`src/rtl/mosl_pkg.sv`:
```
// ----------------------------------------------------------------------------
// mosl_pkg
// Shared constants and control types for the two-list median block.
// ----------------------------------------------------------------------------
package mosl_pkg;

	localparam int unsigned LIST_DEPTH_DEF = 1024;
	localparam int unsigned VALUE_W        = 32;
	localparam int unsigned RESULT_W       = 33;

	localparam logic [1:0] OP_LOAD_FIRST  = 2'd0;
	localparam logic [1:0] OP_LOAD_SECOND = 2'd1;
	localparam logic [1:0] OP_COMPUTE     = 2'd2;

	localparam logic [1:0] STAT_OK       = 2'd0;
	localparam logic [1:0] STAT_EMPTY    = 2'd1;
	localparam logic [1:0] STAT_OVERFLOW = 2'd2;

	typedef struct packed {
		logic load_first;
		logic load_second;
		logic emit_special;
		logic start;
		logic step;
		logic finish;
	} mosl_cmd_t;

	typedef struct packed {
		logic special;
		logic last_step;
		logic out_busy;
	} mosl_sts_t;

endpackage

```
`src/rtl/mosl_ctrl.sv`:
```
// ----------------------------------------------------------------------------
// mosl_ctrl
// Controller: accepts requests and sequences the merge walk.
// ----------------------------------------------------------------------------
module mosl_ctrl (
	input  logic                 clk,
	input  logic                 arst_n,
	input  logic                 s_axis_tvalid,
	output logic                 s_axis_tready,
	input  logic [1:0]           op,
	input  mosl_pkg::mosl_sts_t  sts,
	output mosl_pkg::mosl_cmd_t  cmd
);

	import mosl_pkg::*;

	typedef enum logic [1:0] {
		ST_IDLE = 2'b01,
		ST_WALK = 2'b10
	} state_t;

	state_t state_q;
	state_t state_d;
	logic   accept;

	always_comb begin
		state_d       = state_q;
		cmd           = '0;
		s_axis_tready = 1'b0;
		accept        = 1'b0;
		unique case (state_q)
			ST_IDLE: begin
				s_axis_tready = !((op == OP_COMPUTE) && sts.out_busy);
				accept        = s_axis_tvalid && s_axis_tready;
				if (accept) begin
					unique case (op)
						OP_LOAD_FIRST: begin
							cmd.load_first = 1'b1;
						end
						OP_LOAD_SECOND: begin
							cmd.load_second = 1'b1;
						end
						OP_COMPUTE: begin
							if (sts.special) begin
								cmd.emit_special = 1'b1;
							end else begin
								cmd.start = 1'b1;
								state_d   = ST_WALK;
							end
						end
						default: begin
						end
					endcase
				end
			end
			ST_WALK: begin
				cmd.step = 1'b1;
				if (sts.last_step) begin
					cmd.finish = 1'b1;
					state_d    = ST_IDLE;
				end
			end
			default: begin
				state_d = ST_IDLE;
			end
		endcase
	end

	always_ff @(posedge clk or negedge arst_n) begin
		if (!arst_n) begin
			state_q <= ST_IDLE;
		end else begin
			state_q <= state_d;
		end
	end

endmodule

```
`config.mk`:
```
export PLATFORM = sky130hd
export DESIGN_NAME = mosl_ctrl
export DESIGN_NICKNAME = d
export VERILOG_FILES = /design/src/rtl/mosl_pkg.sv /design/src/rtl/mosl_ctrl.sv
export SDC_FILE = /design/constraint.sdc
export NUM_CORES = 1
export LEC_CHECK = 0
export ABC_AREA = 1
export BUFFER_PORTS_ARGS = -buffer_cell sky130_fd_sc_hd__buf_2
export CAP_MARGIN = 20
export CELL_PAD_IN_SITES_DETAIL_PLACEMENT = 0
export CELL_PAD_IN_SITES_GLOBAL_PLACEMENT = 1
export CORE_AREA = 5 5 42 44
export CTS_CLUSTER_DIAMETER = 100
export CTS_CLUSTER_SIZE = 14
export DETAILED_ROUTE_END_ITERATION = 7
export DIE_AREA = 0 0 47 49
export PLACE_DENSITY_LB_ADDON = 0.1
export SLEW_MARGIN = 20
export SYNTH_ARGS = -nofsm -noshare
export SYNTH_HDL_FRONTEND = slang
export SYNTH_SLANG_ARGS = --single-unit
```
`constraint.sdc`:
```
create_clock -name clk -period 1.2 [get_ports clk]
set_clock_uncertainty 0.15 [all_clocks]
set_input_delay 0.24 -clock clk [delete_from_list [all_inputs] [get_ports clk]]
set_output_delay 0.24 -clock clk [all_outputs]
set_load 0.005 [all_outputs]
```
# Yosys cells after proc, flatten, opt, wreduce, memory -nomap -nowiden
# Cells that the tools add are included.
# word_totals
input_bits	8
regBits	2
out_inout_bits	7
elab_cells	29
# classes
n_eq_ne	8
reduce_logical	5
muxes	15
# op_table
op	n
2-to-1 mux 2 bit	6
2-to-1 mux 4 bit	2
inequality test 2 bit (second input constant)	4
2-to-1 mux 1 bit	6
equality test 2 x 1 -> 1 bit (second input constant)	2
equality test 2 bit (second input constant)	2
one-hot mux 2 bit (2 select lines)	1
AND reduction 4 bit	1
logical AND 1 bit	2
zero test 2 bit	1
zero test 1 bit	1

# Longest topological paths before layout
# Gate-level depths: netlist of the first run.
# depth
ltp_word	6
mapped_depth	6
ltp_nobuf	6

# Worst setup path after synthesis of the first run
# No wires, ideal clock.
# synth_timing
kind	register to output
from	register state_q[0]
to	output cmd[5] (netlist name)
stages_incl_launch_ff	5
arrival_time_ps	860
setup_slack_ps	-50
cell_sequence	dfstp_2 nand2_2 nor2_2 nand2_1 nor2_1
# synth_rtl
item	line_no	source
start, declared	mosl_ctrl.sv:22	state_t state_q;
start signal, assigned	mosl_ctrl.sv:73	state_q <= state_d;
end, declared	mosl_ctrl.sv:12	output mosl_pkg::mosl_cmd_t cmd

==> parameters.txt, run 1 <==
Parameter                              Value

GRT
  Congestion Overflow GR ... 0
  GR Layer Usage met1 ... 5.92%
  Global-route wire length before repair ... 814 µm
  Met2 Resource Use GR ... between 6 and 7%
  All-Layer GR Usage ... under 10%
  Most used routing layer ... met4
  Pin count of the biggest net entering global routing ... 4
  Number of antenna violations at the first check in global routing ... 0
  M3 GR Usage ... 0%
  Number of global-route vias before repair ... around 240

Setup path
  Slowest cell delay on critical path ... roughly 0.54 ns
  Worst r2r path cells ... 4
  Worst Path Class, Setup ... flip-flop to output port
  CP top delay family ... flip-flops
  Worst Path Buf+Inv ... 2
  Crit path DAT ... approximately 1.2 ns
  Required time of the critical path ... just over 0.8 ns
  Slowest cell on the critical path ... dfstp_2
  Crit end category ... output port
  Endpoint of the worst-slack reg-to-reg timing path ... state_q[1]$_DFFE_PN0P_
  Worst setup slack for register-to-register paths ... roughly 0.020 ns
  Kind of start point of the critical path ... flip-flop
  Cells along the critical path ... nand2_4 -> buf_4 -> nor3_2 -> buf_2
  Worst r2r src ... state_q[0]$_DFFE_PN1P_
  Largest fanout on the critical path ... 3

STA
  Peak Freq ... around 640 MHz
  Hold Violations, Final ... 0
  Final Critical Period ... 1.56 ns
  Worst slew margin relative to its limit ... between 80% and 90%
  Actual slew at the worst max-slew pin ... about 0.17 ns
  Min setup slack post-route ... -0.362 ns
  Count of final setup violators ... 7
  Final worst path period share ... 130%
  Final TNS setup ... -2.32 ns
  Max-slew violation count ... 0
  Setup repair after global routing missed its margin ... true
  Worst hold margin ... 0.141 ns

CTS
  Maximum clock insertion buffer count ... 2
  Clk sinks ... 2
  Clock tree from TritonCTS ... done
  CTS Root Buffer Type ... clkbuf_4
  Clock slew seen by the registers of the worst setup and hold paths ... roughly 0.03 ns
  Max H-tree Level ... 1
  Insertion delay of the later-clocked pin in the worst-skew pair ... ~0.23 ns
  Number of CTS-inserted buffers ... 3

Cells and area
  Most flops, register ... state_q
  Multi-input gate area ... approximately 140 µm²
  Area used by sequential logic in the layout ... between 50 and 60 µm²
  Layout fillers ... around 160
  Final Net Count ... 61
  Total inserted antenna cells ... 0
  Proportion of layout cells with a drive suffix above 1 ... roughly two thirds
  Syn-to-layout area delta ... 108%
  Non-filler instance count after layout ... between 60 and 70
  Max reg flops ... 2
  Largest registers ... state_q (2)

Synth
  EDFF count, synth ... 0
  Count of synthesis-stage warnings from yosys ... 0
  Number of nets produced by synthesis ... 34
  Post-synth top cells ... inv_1 (4), nor2_1 (4), nand2_1 (3), inv_2 (2), nor3_1 (2)
  Synthesized area per cell ... between 7 and 8 µm²
  Top cell type by total area after synthesis ... dfstp_2
  Most used flip-flop cell after synthesis ... dfstp_2
  Post-synth design cell area ... roughly 190 µm²
  Top post-synthesis cells by area ... dfstp_2 (14%), dfrtp_1 (13%), nand4_4 (11%), inv_1 (7.8%), nor2_1 (7.8%)
  Synth top area share ... a little over an eighth
  FFs w/ async S/R, synth ... between 90% and 100%
  Number of synthesized register bits ... 2
  Number of distinct standard cells referenced by the synthesized netlist ... 16
  Count of mapped cells out of synthesis ... 26
  Sequential element share of the synthesized area ... 26.8%

Placement
  Half-perimeter wire length after placement ... 454 µm
  RePlAce Congestion ... a little under 0.7
  Post-placement cell count ... a little over 60
  Input/output buffers ... 14
  Setup WS pre-CTS ... -0.141 ns

Hold path
  Path type of the worst min-delay path ... input port to flip-flop
  Worst Min Path Start ... sts[1]
  Hold Path Sink ... state_q[0]$_DFFE_PN1P_
  Number of cells traversed by the worst hold path ... 3

Routing
  Post-DR wirelength/cell ... around 7.6 µm
  Post-detailed-routing wire length ... 518 µm
  Drt via density ... about 3.6
  Detailed router's first-iteration violation count ... 1
  Detailed-routing iteration count for the pre-antenna-repair pass ... 2
  Number of nets still failing antenna checks after routing ... 0
  Detailed-route via count ... roughly 240
  Drt drc ... 0

Run
  Max-cap check violation count ... 0

Die
  Number of cell rows ... 14
  Initial standard-cell utilization of the core ... between 10 and 15%
  Floorplan Core Area ... ~1400 µm²
  Die ar. ... 2300 µm²
  Die X ... around 47 µm
  Die Height ... roughly 49 µm
  Io pins ... 15

Pwr
  Static Leakage ... 0.201 nW
  Maximum vdd ir drop ... between 0.0002 and 0.00025 V
  Power density normalized to cell area ... approximately 750 nW/µm²

Run status
  Failing checks ... negative setup slack
  Run status ... complete, but fails checks
[cell families (layout without fill, tap and decap cells)]
group | after synthesis | in the layout | synth area share, %
AOI/OAI and AO/OA | 3 | 3 | 9.15
DFF | 2 | 2 | 26.8
buffers and inverters | 6 | 32 | 11.8
and+or+nand+nor | 15 | 15 | 52.3
[area by class of cell]
cell class / instances / share of cell area (%)
timing repair buffer: 22 / 34.2
inverter: 6 / 5.64
multi-input combinational: 18 / 35.7
clock buffer: 4 / 6.58
tap: 16 / 5.02
sequential: 2 / 12.9
[worst max path at each step]
stage	slack, ns	end	startpoint	depth (start not counted)
after global routing	-0.45	cmd[5]	state_q[0]$_DFFE_PN1P_	5
final	-0.36	cmd[3]	state_q[0]$_DFFE_PN1P_	4
after CTS	-0.38	cmd[5]	state_q[0]$_DFFE_PN1P_	5
after global placement	-0.13	cmd[3]	state_q[0]$_DFFE_PN1P_	3
after detailed placement	-0.14	cmd[5]	state_q[0]$_DFFE_PN1P_	5
after floorplan	-0.03	cmd[5]	state_q[0]$_DFFE_PN1P_	4
[routing by layer]
layer	vias to the layer above	routed length, µm
li1	134	-
met1	102	213
met2	8	269
met3	0	34
met4	0	0
met5	-	0
[metrics by stage]
step,cell area (µm²),power (W),utilization [%]
final,399,0.000299,28.5
after global routing,399,0.000321,28.5
after CTS,370,0.000308,26.4
after detailed placement,319,0.000129,22.8
after global placement,319,0.000128,22.8
after floorplan,191,0.0000980,-
[power by group]
part	leakage (nW)	total (W)	switching [W]	internal [W]
registers	0.0244	0.0000704	0.000000829	0.0000696
logic	0.161	0.0000666	0.0000330	0.0000336
clock network	0.0150	0.000162	0.0000386	0.000123
[what timing repair did]
item,CTS,global route
hold buffers,1,0
gates cloned,0,0
pin swaps,2,6
setup endpoints to repair,8,9
resized for setup,3,3
endpoints found under the hold margin,2,0
buffers inserted,0,2
[layout by cell type, fill, tap and decap left out, drive strengths merged]
cell / count
buf: 21
inv: 6
nor2: 6
nand2: 5
clkbuf: 4
nor3: 2
o21ai: 2
nand4: 1
nor3b: 1
o21bai: 1
dlygate4sd3: 1
dfstp: 1
dfrtp: 1
[worst min-delay path, cell delays in order]
cell	delay (ns)
buf_2	0.09
nor3_2	0.04
nor2_1	0.09
(Power assumes the default switching activity.)
==> run 2, diff against run 1 <==
Settings changed: CORE_AREA 5 5 42 44 to 2 2 39 41, DIE_AREA 0 0 47 49 to 0 0 41 43, RECOVER_POWER set to 50.
==> parameters.txt, run 2 (synthesis gave the netlist of run 1 again) <==
Parameter                              Value

Cells and area
  Final Net Count ... 59 (-3.3%)
  Total inserted antenna cells ... 0 (unchanged)
  Largest registers ... state_q (2)
  Proportion of layout cells with a drive suffix above 1 ... 60.0% (-7.3 points)
  Non-filler instance count after layout ... 66 (-2.9%)
  Syn-to-layout area delta ... 92.8%
  Max reg flops ... 2 (unchanged)
  Leading cell type in the layout, fill and taps excluded ... buf_2
  Most flops, register ... state_q
  Most used cells in the layout excluding fill and tap cells ... buf_2 (13), buf_4 (5), inv_1 (4), nor2_1 (4)

Run status
  Run status ... complete, but fails checks
  Failing checks ... negative setup slack

Routing
  Routed length on met1 ... 197 µm (-7.5%)
  Top layer reached by signal wires ... met3
  Drt via density ... 3.70 (+3.0%)
  Met3 wire length ... 58 µm (+71%)
  Number of nets still failing antenna checks after routing ... 0 (unchanged)
  Detailed-route via count ... 244 (unchanged)
  Detailed router's first-iteration violation count ... 0 (-1)
  Post-detailed-routing wire length ... 480 µm (-7.3%)
  Detailed-routed wire length on met2 ... 224 µm (-17%)
  Detailed-routing iteration count for the pre-antenna-repair pass ... 1 (-1)
  Drt drc ... 0 (unchanged)
  Post-DR wirelength/cell ... 7.27 µm (-4.5%)

Setup path
  Largest fanout on the critical path ... 3 (unchanged)
  CP top delay family ... flip-flops
  Worst r2r src ... state_q[0]$_DFFE_PN1P_
  Worst Path Buf+Inv ... 1 (-1)
  Worst setup slack for register-to-register paths ... 0 ns (-0.02 ns)
  Crit path DAT ... 1.14 ns (-0.03 ns)
  Crit end category ... output port
  Worst Path Class, Setup ... flip-flop to output port
  Slowest cell delay on critical path ... 0.54 ns (about the same)
  Total stage count of the critical path ... 5 (+1)
  Slowest cell on the critical path ... dfstp_2
  Kind of start point of the critical path ... flip-flop
  Worst r2r path cells ... 5 (+1)
  Worst setup path start ... state_q[0]$_DFFE_PN1P_
  Required time of the critical path ... 0.81 ns (about the same)
  Endpoint of the worst-slack reg-to-reg timing path ... state_q[1]$_DFFE_PN0P_
  Cells along the critical path ... nand2_4 -> nor2_4 -> nand2_1 -> nor2_1 -> buf_2

GRT
  Number of global-route vias before repair ... 217 (-9.2%)
  All-Layer GR Usage ... 6.71% (+1.6 points)
  Global-route wire length before repair ... 752 µm (-7.6%)
  Congestion Overflow GR ... 0 (unchanged)
  Number of antenna violations at the first check in global routing ... 0 (unchanged)
  Pin count of the biggest net entering global routing ... 4 (unchanged)

STA
  Hold Violations, Final ... 0 (unchanged)
  Final Critical Period ... 1.53 ns (-0.0280 ns)
  Final worst path period share ... 128% (-2.3 points)
  Setup repair after global routing missed its margin ... true
  Count of final setup violators ... 7 (unchanged)
  Max-slew violation count ... 0 (unchanged)
  Peak Freq ... 652 MHz (+1.8%)
  Min setup slack post-route ... -0.334 ns (+0.0280 ns)
  Actual slew at the worst max-slew pin ... 0.211 ns (+0.0454 ns)
  Worst slew margin relative to its limit ... 85.8% (-3.1 points)

Pwr
  Static Leakage ... 0.187 nW (-6.7%)
  Fraction of power spent switching nets ... 25.6% (+1.3 points)
  Cell-internal power ... 0.000224 W (-1.1%)
  NetSw ... 0.0000770 W (+6.3%)
  Power share of the combinational group ... 20.5% (-1.8 points)
  Part of the total power dissipated in the clock network ... 56.1% (+1.9 points)
  Maximum vdd ir drop ... 0.000425 V (+75%)
  Part of the power in registers ... 23.4% (-0.2 points)
  Power density normalized to cell area ... 816 nW/µm² (+8.9%)

Die
  Number of cell rows ... 14 (unchanged)
  Io pins ... 15 (unchanged)
  Die X ... 41 µm (-13%)
  Floorplan Core Area ... 1380 µm² (-1.2%)
  Die ar. ... 1760 µm² (-23%)
  Die Height ... 43 µm (-12%)
  Initial standard-cell utilization of the core ... 13.8% (+0.17 points)

Run
  Max-cap check violation count ... 0 (unchanged)

Placement
  RePlAce Congestion ... 0.590 (-15%)
  Half-perimeter wire length after placement ... 417 µm (-8.0%)
  Setup WS pre-CTS ... -0.158 ns (-0.0169 ns)
  Post-placement cell count ... 60 (-1.6%)
  Input/output buffers ... 14 (unchanged)

CTS
  Clock tree from TritonCTS ... done
  Maximum clock insertion buffer count ... 2 (unchanged)
  CTS Root Buffer Type ... clkbuf_4
  Insertion delay of the later-clocked pin in the worst-skew pair ... 0.23 ns (about the same)
  Max H-tree Level ... 1 (unchanged)
  Clock slew seen by the registers of the worst setup and hold paths ... 0.03 ns (about the same)
  Number of CTS-inserted buffers ... 3 (unchanged)
  Clk sinks ... 2 (unchanged)

Hold path
  Worst Min Path Start ... sts[1]
  Hold Path Sink ... state_q[0]$_DFFE_PN1P_
  Number of cells traversed by the worst hold path ... 3 (unchanged)
  Path type of the worst min-delay path ... input port to flip-flop
## run 2: cell count changes in the layout (fill, tap and decap cells not counted), sizes merged
cell,before,now
buf,21,18
clkbuf,4,5
## run 2: what timing repair did
action | in CTS | in global routing
endpoints found under the hold margin | 2 | 0
gates resized for setup | 2 | 1
endpoints found under the setup margin | 9 | 9
hold buffers | 1 | 0
pin swaps | 2 | 0
buffers inserted | 1 | 0
## run 2: routing by layer
layer | vias up | global-route usage, %
met5 | - | 0
met4 | 0 | 6.00
met3 | 0 | 3.66
met2 | 11 | 9.69
met1 | 102 | 6.39
li1 | 131 | -
## run 2: worst max path at each step
stage and to:
3_5_place_dp cmd[4], 2_1_floorplan cmd[5], 3_3_place_gp cmd[4], 6_report cmd[5], 4_1_cts cmd[3], 5_1_grt cmd[5]
## run 2: worst register-to-register path: stages (launching register included)
cell and delay, ns:
dfstp_2 0.54, nand2_4 0.07, inv_2 0.07, nand2_4 0.05, buf_4 0.12, o21bai_1 0.12
## run 2: per-stage QoR
stage / setup TNS, ns / total power, W / area, µm² / util (%) / hold WS (ns)
2_1_floorplan: -0.0684 / 0.0000980 / 191 / - / -0.206
3_3_place_gp: -0.772 / 0.000128 / 312 / 22.5 / -0.125
3_5_place_dp: -0.816 / 0.000128 / 312 / 22.5 / -0.124
4_1_cts: -2.29 / 0.000313 / 365 / 26.4 / 0.151
5_1_grt: -2.71 / 0.000325 / 369 / 26.7 / 0.162
6_report: -2.10 / 0.000301 / 369 / 26.7 / 0.147
## run 2: area by class of cell
type / instances / area, µm²
clock buffers: 4 / 26.3
fillers: 172 / 1010
inverters: 6 / 22.5
multi-input cells: 18 / 133
flip-flops and latches: 2 / 51.3
well taps: 16 / 20.0
repair buffers: 20 / 116
## run 2: power groups by stage
| stage | combinational, W | clock [W] | sequential (W) |
|---|---|---|---|
| after floorplan | 0.0000270 | 0 | 0.0000710 |
| after global placement | 0.0000566 | 0 | 0.0000711 |
| after detailed placement | 0.0000569 | 0 | 0.0000712 |
| after CTS | 0.0000635 | 0.000179 | 0.0000704 |
| after global routing | 0.0000688 | 0.000185 | 0.0000705 |
| final | 0.0000618 | 0.000169 | 0.0000704 |
==> run 3, diff against run 2 <==
Settings changed: ABC_AREA 1 to unset.
==> parameters.txt, run 3 <==
Parameter                              Value

Setup path
  Required time of the critical path ... 0.81 ns (about the same)
  Slowest cell on the critical path ... dfstp_2
  Kind of start point of the critical path ... flip-flop
  Cells along the critical path ... nand3b_4 -> nor3_1 -> buf_2
  Largest fanout on the critical path ... 5 (+2)
  Crit end category ... output port
  Worst Path Class, Setup ... flip-flop to output port
  Crit path DAT ... 1.18 ns (+0.04 ns)
  Slowest cell delay on critical path ... 0.55 ns (about the same)

Synth
  Most common cell in the synthesized netlist ... inv_1
  FFs w/ async S/R, synth ... 100% (unchanged)
  Top cell type by total area after synthesis ... dfstp_2
  Number of distinct standard cells referenced by the synthesized netlist ... 13 (-3)
  Synth top area share ... 16.3% (+2.6 points)
  Number of synthesized register bits ... 2 (unchanged)
  Number of nets produced by synthesis ... 25 (-26%)
  Count of mapped cells out of synthesis ... 17 (-35%)
  Post-synth design cell area ... 161 µm² (-16%)
  Sequential element share of the synthesized area ... 31.8% (+5.0 points)
  Synthesized area per cell ... 9.49 µm² (+29%)
  Most used flip-flop cell after synthesis ... dfstp_2
  Top post-synthesis cells by area ... dfstp_2 (16%), dfrtp_1 (16%), nand3b_4 (12%), nor4_1 (7.8%), inv_1 (7.0%)
  Count of synthesis-stage warnings from yosys ... 0 (unchanged)
  EDFF count, synth ... 0 (unchanged)
  Post-synth top cells ... inv_1 (3), nor3_1 (2), nor4_1 (2)

Cells and area
  Syn-to-layout area delta ... 137%
  Leading cell type in the layout, fill and taps excluded ... buf_2
  Finished Core Util ... 27.7% (+0.99 points)
  Most flops, register ... state_q
  Final Net Count ... 52 (-12%)
  Proportion of layout cells with a drive suffix above 1 ... 67.4% (+7.4 points)
  Max reg flops ... 2 (unchanged)
  Largest registers ... state_q (2)
  Most used cells in the layout excluding fill and tap cells ... buf_2 (13), buf_4 (7), inv_1 (3), clkbuf_4 (3)
  Total inserted antenna cells ... 0 (unchanged)
  Layout fillers ... 157 (-8.7%)

Routing
  Detailed-routing iteration count for the pre-antenna-repair pass ... 2 (+1)
  Drt drc ... 0 (unchanged)
  Detailed-route via count ... 230 (-5.7%)
  Number of nets still failing antenna checks after routing ... 0 (unchanged)
  Drt via density ... 3.90 (+5.4%)
  Post-detailed-routing wire length ... 514 µm (+7.1%)
  Post-DR wirelength/cell ... 8.71 µm (+20%)
  Detailed router's first-iteration violation count ... 2 (+2)

Placement
  Input/output buffers ... 14 (unchanged)
  RePlAce Congestion ... 0.595 (+0.95%)
  Half-perimeter wire length after placement ... 437 µm (+4.6%)
  Setup WS pre-CTS ... -0.236 ns (-0.0782 ns)

Run status
  Run status ... complete, but fails checks
  Failing checks ... negative setup slack

CTS
  Clk sinks ... 2 (unchanged)
  Insertion delay of the later-clocked pin in the worst-skew pair ... 0.23 ns (about the same)
  Number of CTS-inserted buffers ... 3 (unchanged)
  Max H-tree Level ... 1 (unchanged)
  Maximum clock insertion buffer count ... 2 (unchanged)
  Clock slew seen by the registers of the worst setup and hold paths ... 0.04 ns (about the same)
  CTS Root Buffer Type ... clkbuf_4
  Clock tree from TritonCTS ... done

STA
  Count of final setup violators ... 9 (+2)
  Hold Violations, Final ... 0 (unchanged)
  Final TNS setup ... -2.94 ns (-0.836 ns)
  Min setup slack post-route ... -0.372 ns (-0.0384 ns)
  Final worst path period share ... 131% (+3.2 points)
  Worst hold margin ... 0.176 ns (+0.0292 ns)
  Peak Freq ... 636 MHz (-2.4%)
  Final Critical Period ... 1.57 ns (+0.0384 ns)
  Setup repair after global routing missed its margin ... true
  Actual slew at the worst max-slew pin ... 0.250 ns (+0.0391 ns)
  Max-slew violation count ... 0 (unchanged)
  Worst slew margin relative to its limit ... 83.3% (-2.5 points)

GRT
  Number of global-route vias before repair ... 222 (+2.3%)
  Congestion Overflow GR ... 0 (unchanged)
  All-Layer GR Usage ... 7.31% (+0.60 points)
  Number of antenna violations at the first check in global routing ... 0 (unchanged)
  Pin count of the biggest net entering global routing ... 6 (+2)
  Global-route wire length before repair ... 855 µm (+14%)

Pwr
  Maximum vdd ir drop ... 0.000409 V (-3.8%)
  Power density normalized to cell area ... 802 nW/µm² (-1.7%)
  Static Leakage ... 0.192 nW (+2.5%)

Die
  Number of cell rows ... 14 (unchanged)
  Floorplan Core Area ... 1380 µm² (unchanged)
  Io pins ... 15 (unchanged)
  Die Height ... 43 µm (unchanged)
  Die ar. ... 1760 µm² (unchanged)
  Initial standard-cell utilization of the core ... 11.7% (-2.2 points)
  Die X ... 41 µm (unchanged)

Hold path
  Path type of the worst min-delay path ... input port to asynchronous set/reset pin

Run
  Max-cap check violation count ... 0 (unchanged)
-- run 3: worst paths after layout --
| check | slack [ns] | depth (start not counted) | start | endpoint |
|---|---|---|---|---|
| hold / removal | 0.18 | 2 | arst_n | state_q[1]$_DFFE_PN0P_ |
| setup reg to reg | -0.35 | 4 | state_q[0]$_DFFE_PN1P_ | state_q[0]$_DFFE_PN1P_ |
| setup / recovery | -0.37 | 3 | state_q[0]$_DFFE_PN1P_ | cmd[5] |
| min in group clk | 0.19 | 3 | sts[1] | state_q[1]$_DFFE_PN0P_ |
| max in group asynchronous | 0.51 | 2 | arst_n | state_q[0]$_DFFE_PN1P_ |
| hold reg to reg | 0.64 | 4 | state_q[0]$_DFFE_PN1P_ | state_q[1]$_DFFE_PN0P_ |
-- run 3: cell type report --
| cell class | instances | area, µm² | area share (%) |
|---|---|---|---|
| Clock buffer | 4 | 26.3 | 6.86 |
| Tap cell | 16 | 20.0 | 5.23 |
| Timing Repair Buffer | 22 | 131 | 34.3 |
| Inverter | 3 | 11.3 | 2.94 |
| Sequential cell | 2 | 51.3 | 13.4 |
| Multi-Input combinational cell | 12 | 143 | 37.3 |
-- run 3: metrics by stage --
| stage | area (µm²) | total power, W | std cells |
|---|---|---|---|
| floorplan | 191 | 0.0000938 | 17 |
| global placement | 327 | 0.000134 | 53 |
| detailed placement | 327 | 0.000135 | 53 |
| CTS | 378 | 0.000315 | 59 |
| global route | 383 | 0.000333 | 59 |
| finish | 383 | 0.000307 | 59 |
-- run 3: cells by family (layout without fill, tap and decap cells) --
| kind of cell | count (synthesis) | in the layout | synth area share (%) |
|---|---|---|---|
| simple gates | 9 | 9 | 43.4 |
| buf+inv | 3 | 29 | 6.98 |
| compound gates | 3 | 3 | 17.8 |
| flops | 2 | 2 | 31.8 |
-- run 3: critical path: cells and delay by family (launching register included) --
kind / cells / cell delay, ns
flip-flops: 1 / 0.55
AND/OR/NAND/NOR: 2 / 0.27
buffers and inverters: 1 / 0.14
-- run 3: repair_timing --
action                                 4_1_cts  5_1_grt
hold buffers                                 1        0
pin swaps                                    4        1
resized for setup                            1        1
setup buffers                                1        0
endpoints found under the hold margin        2        0
setup endpoints to repair                    9        9
-- run 3: routing by layer --
layer | global-route usage, % | wire length [µm] | vias up
met3 | 3.66 | 80 | 0
li1 | - | - | 120
met2 | 9.38 | 199 | 13
met5 | 0 | 0 | -
met4 | 6.00 | 0 | 0
met1 | 8.63 | 233 | 97
-- run 3: power breakdown --
group | switching (W) | internal (W)
clock | 0.0000413 | 0.000124
combinational | 0.0000348 | 0.0000369
sequential | 0.000000963 | 0.0000696
total | 0.0000770 | 0.000230
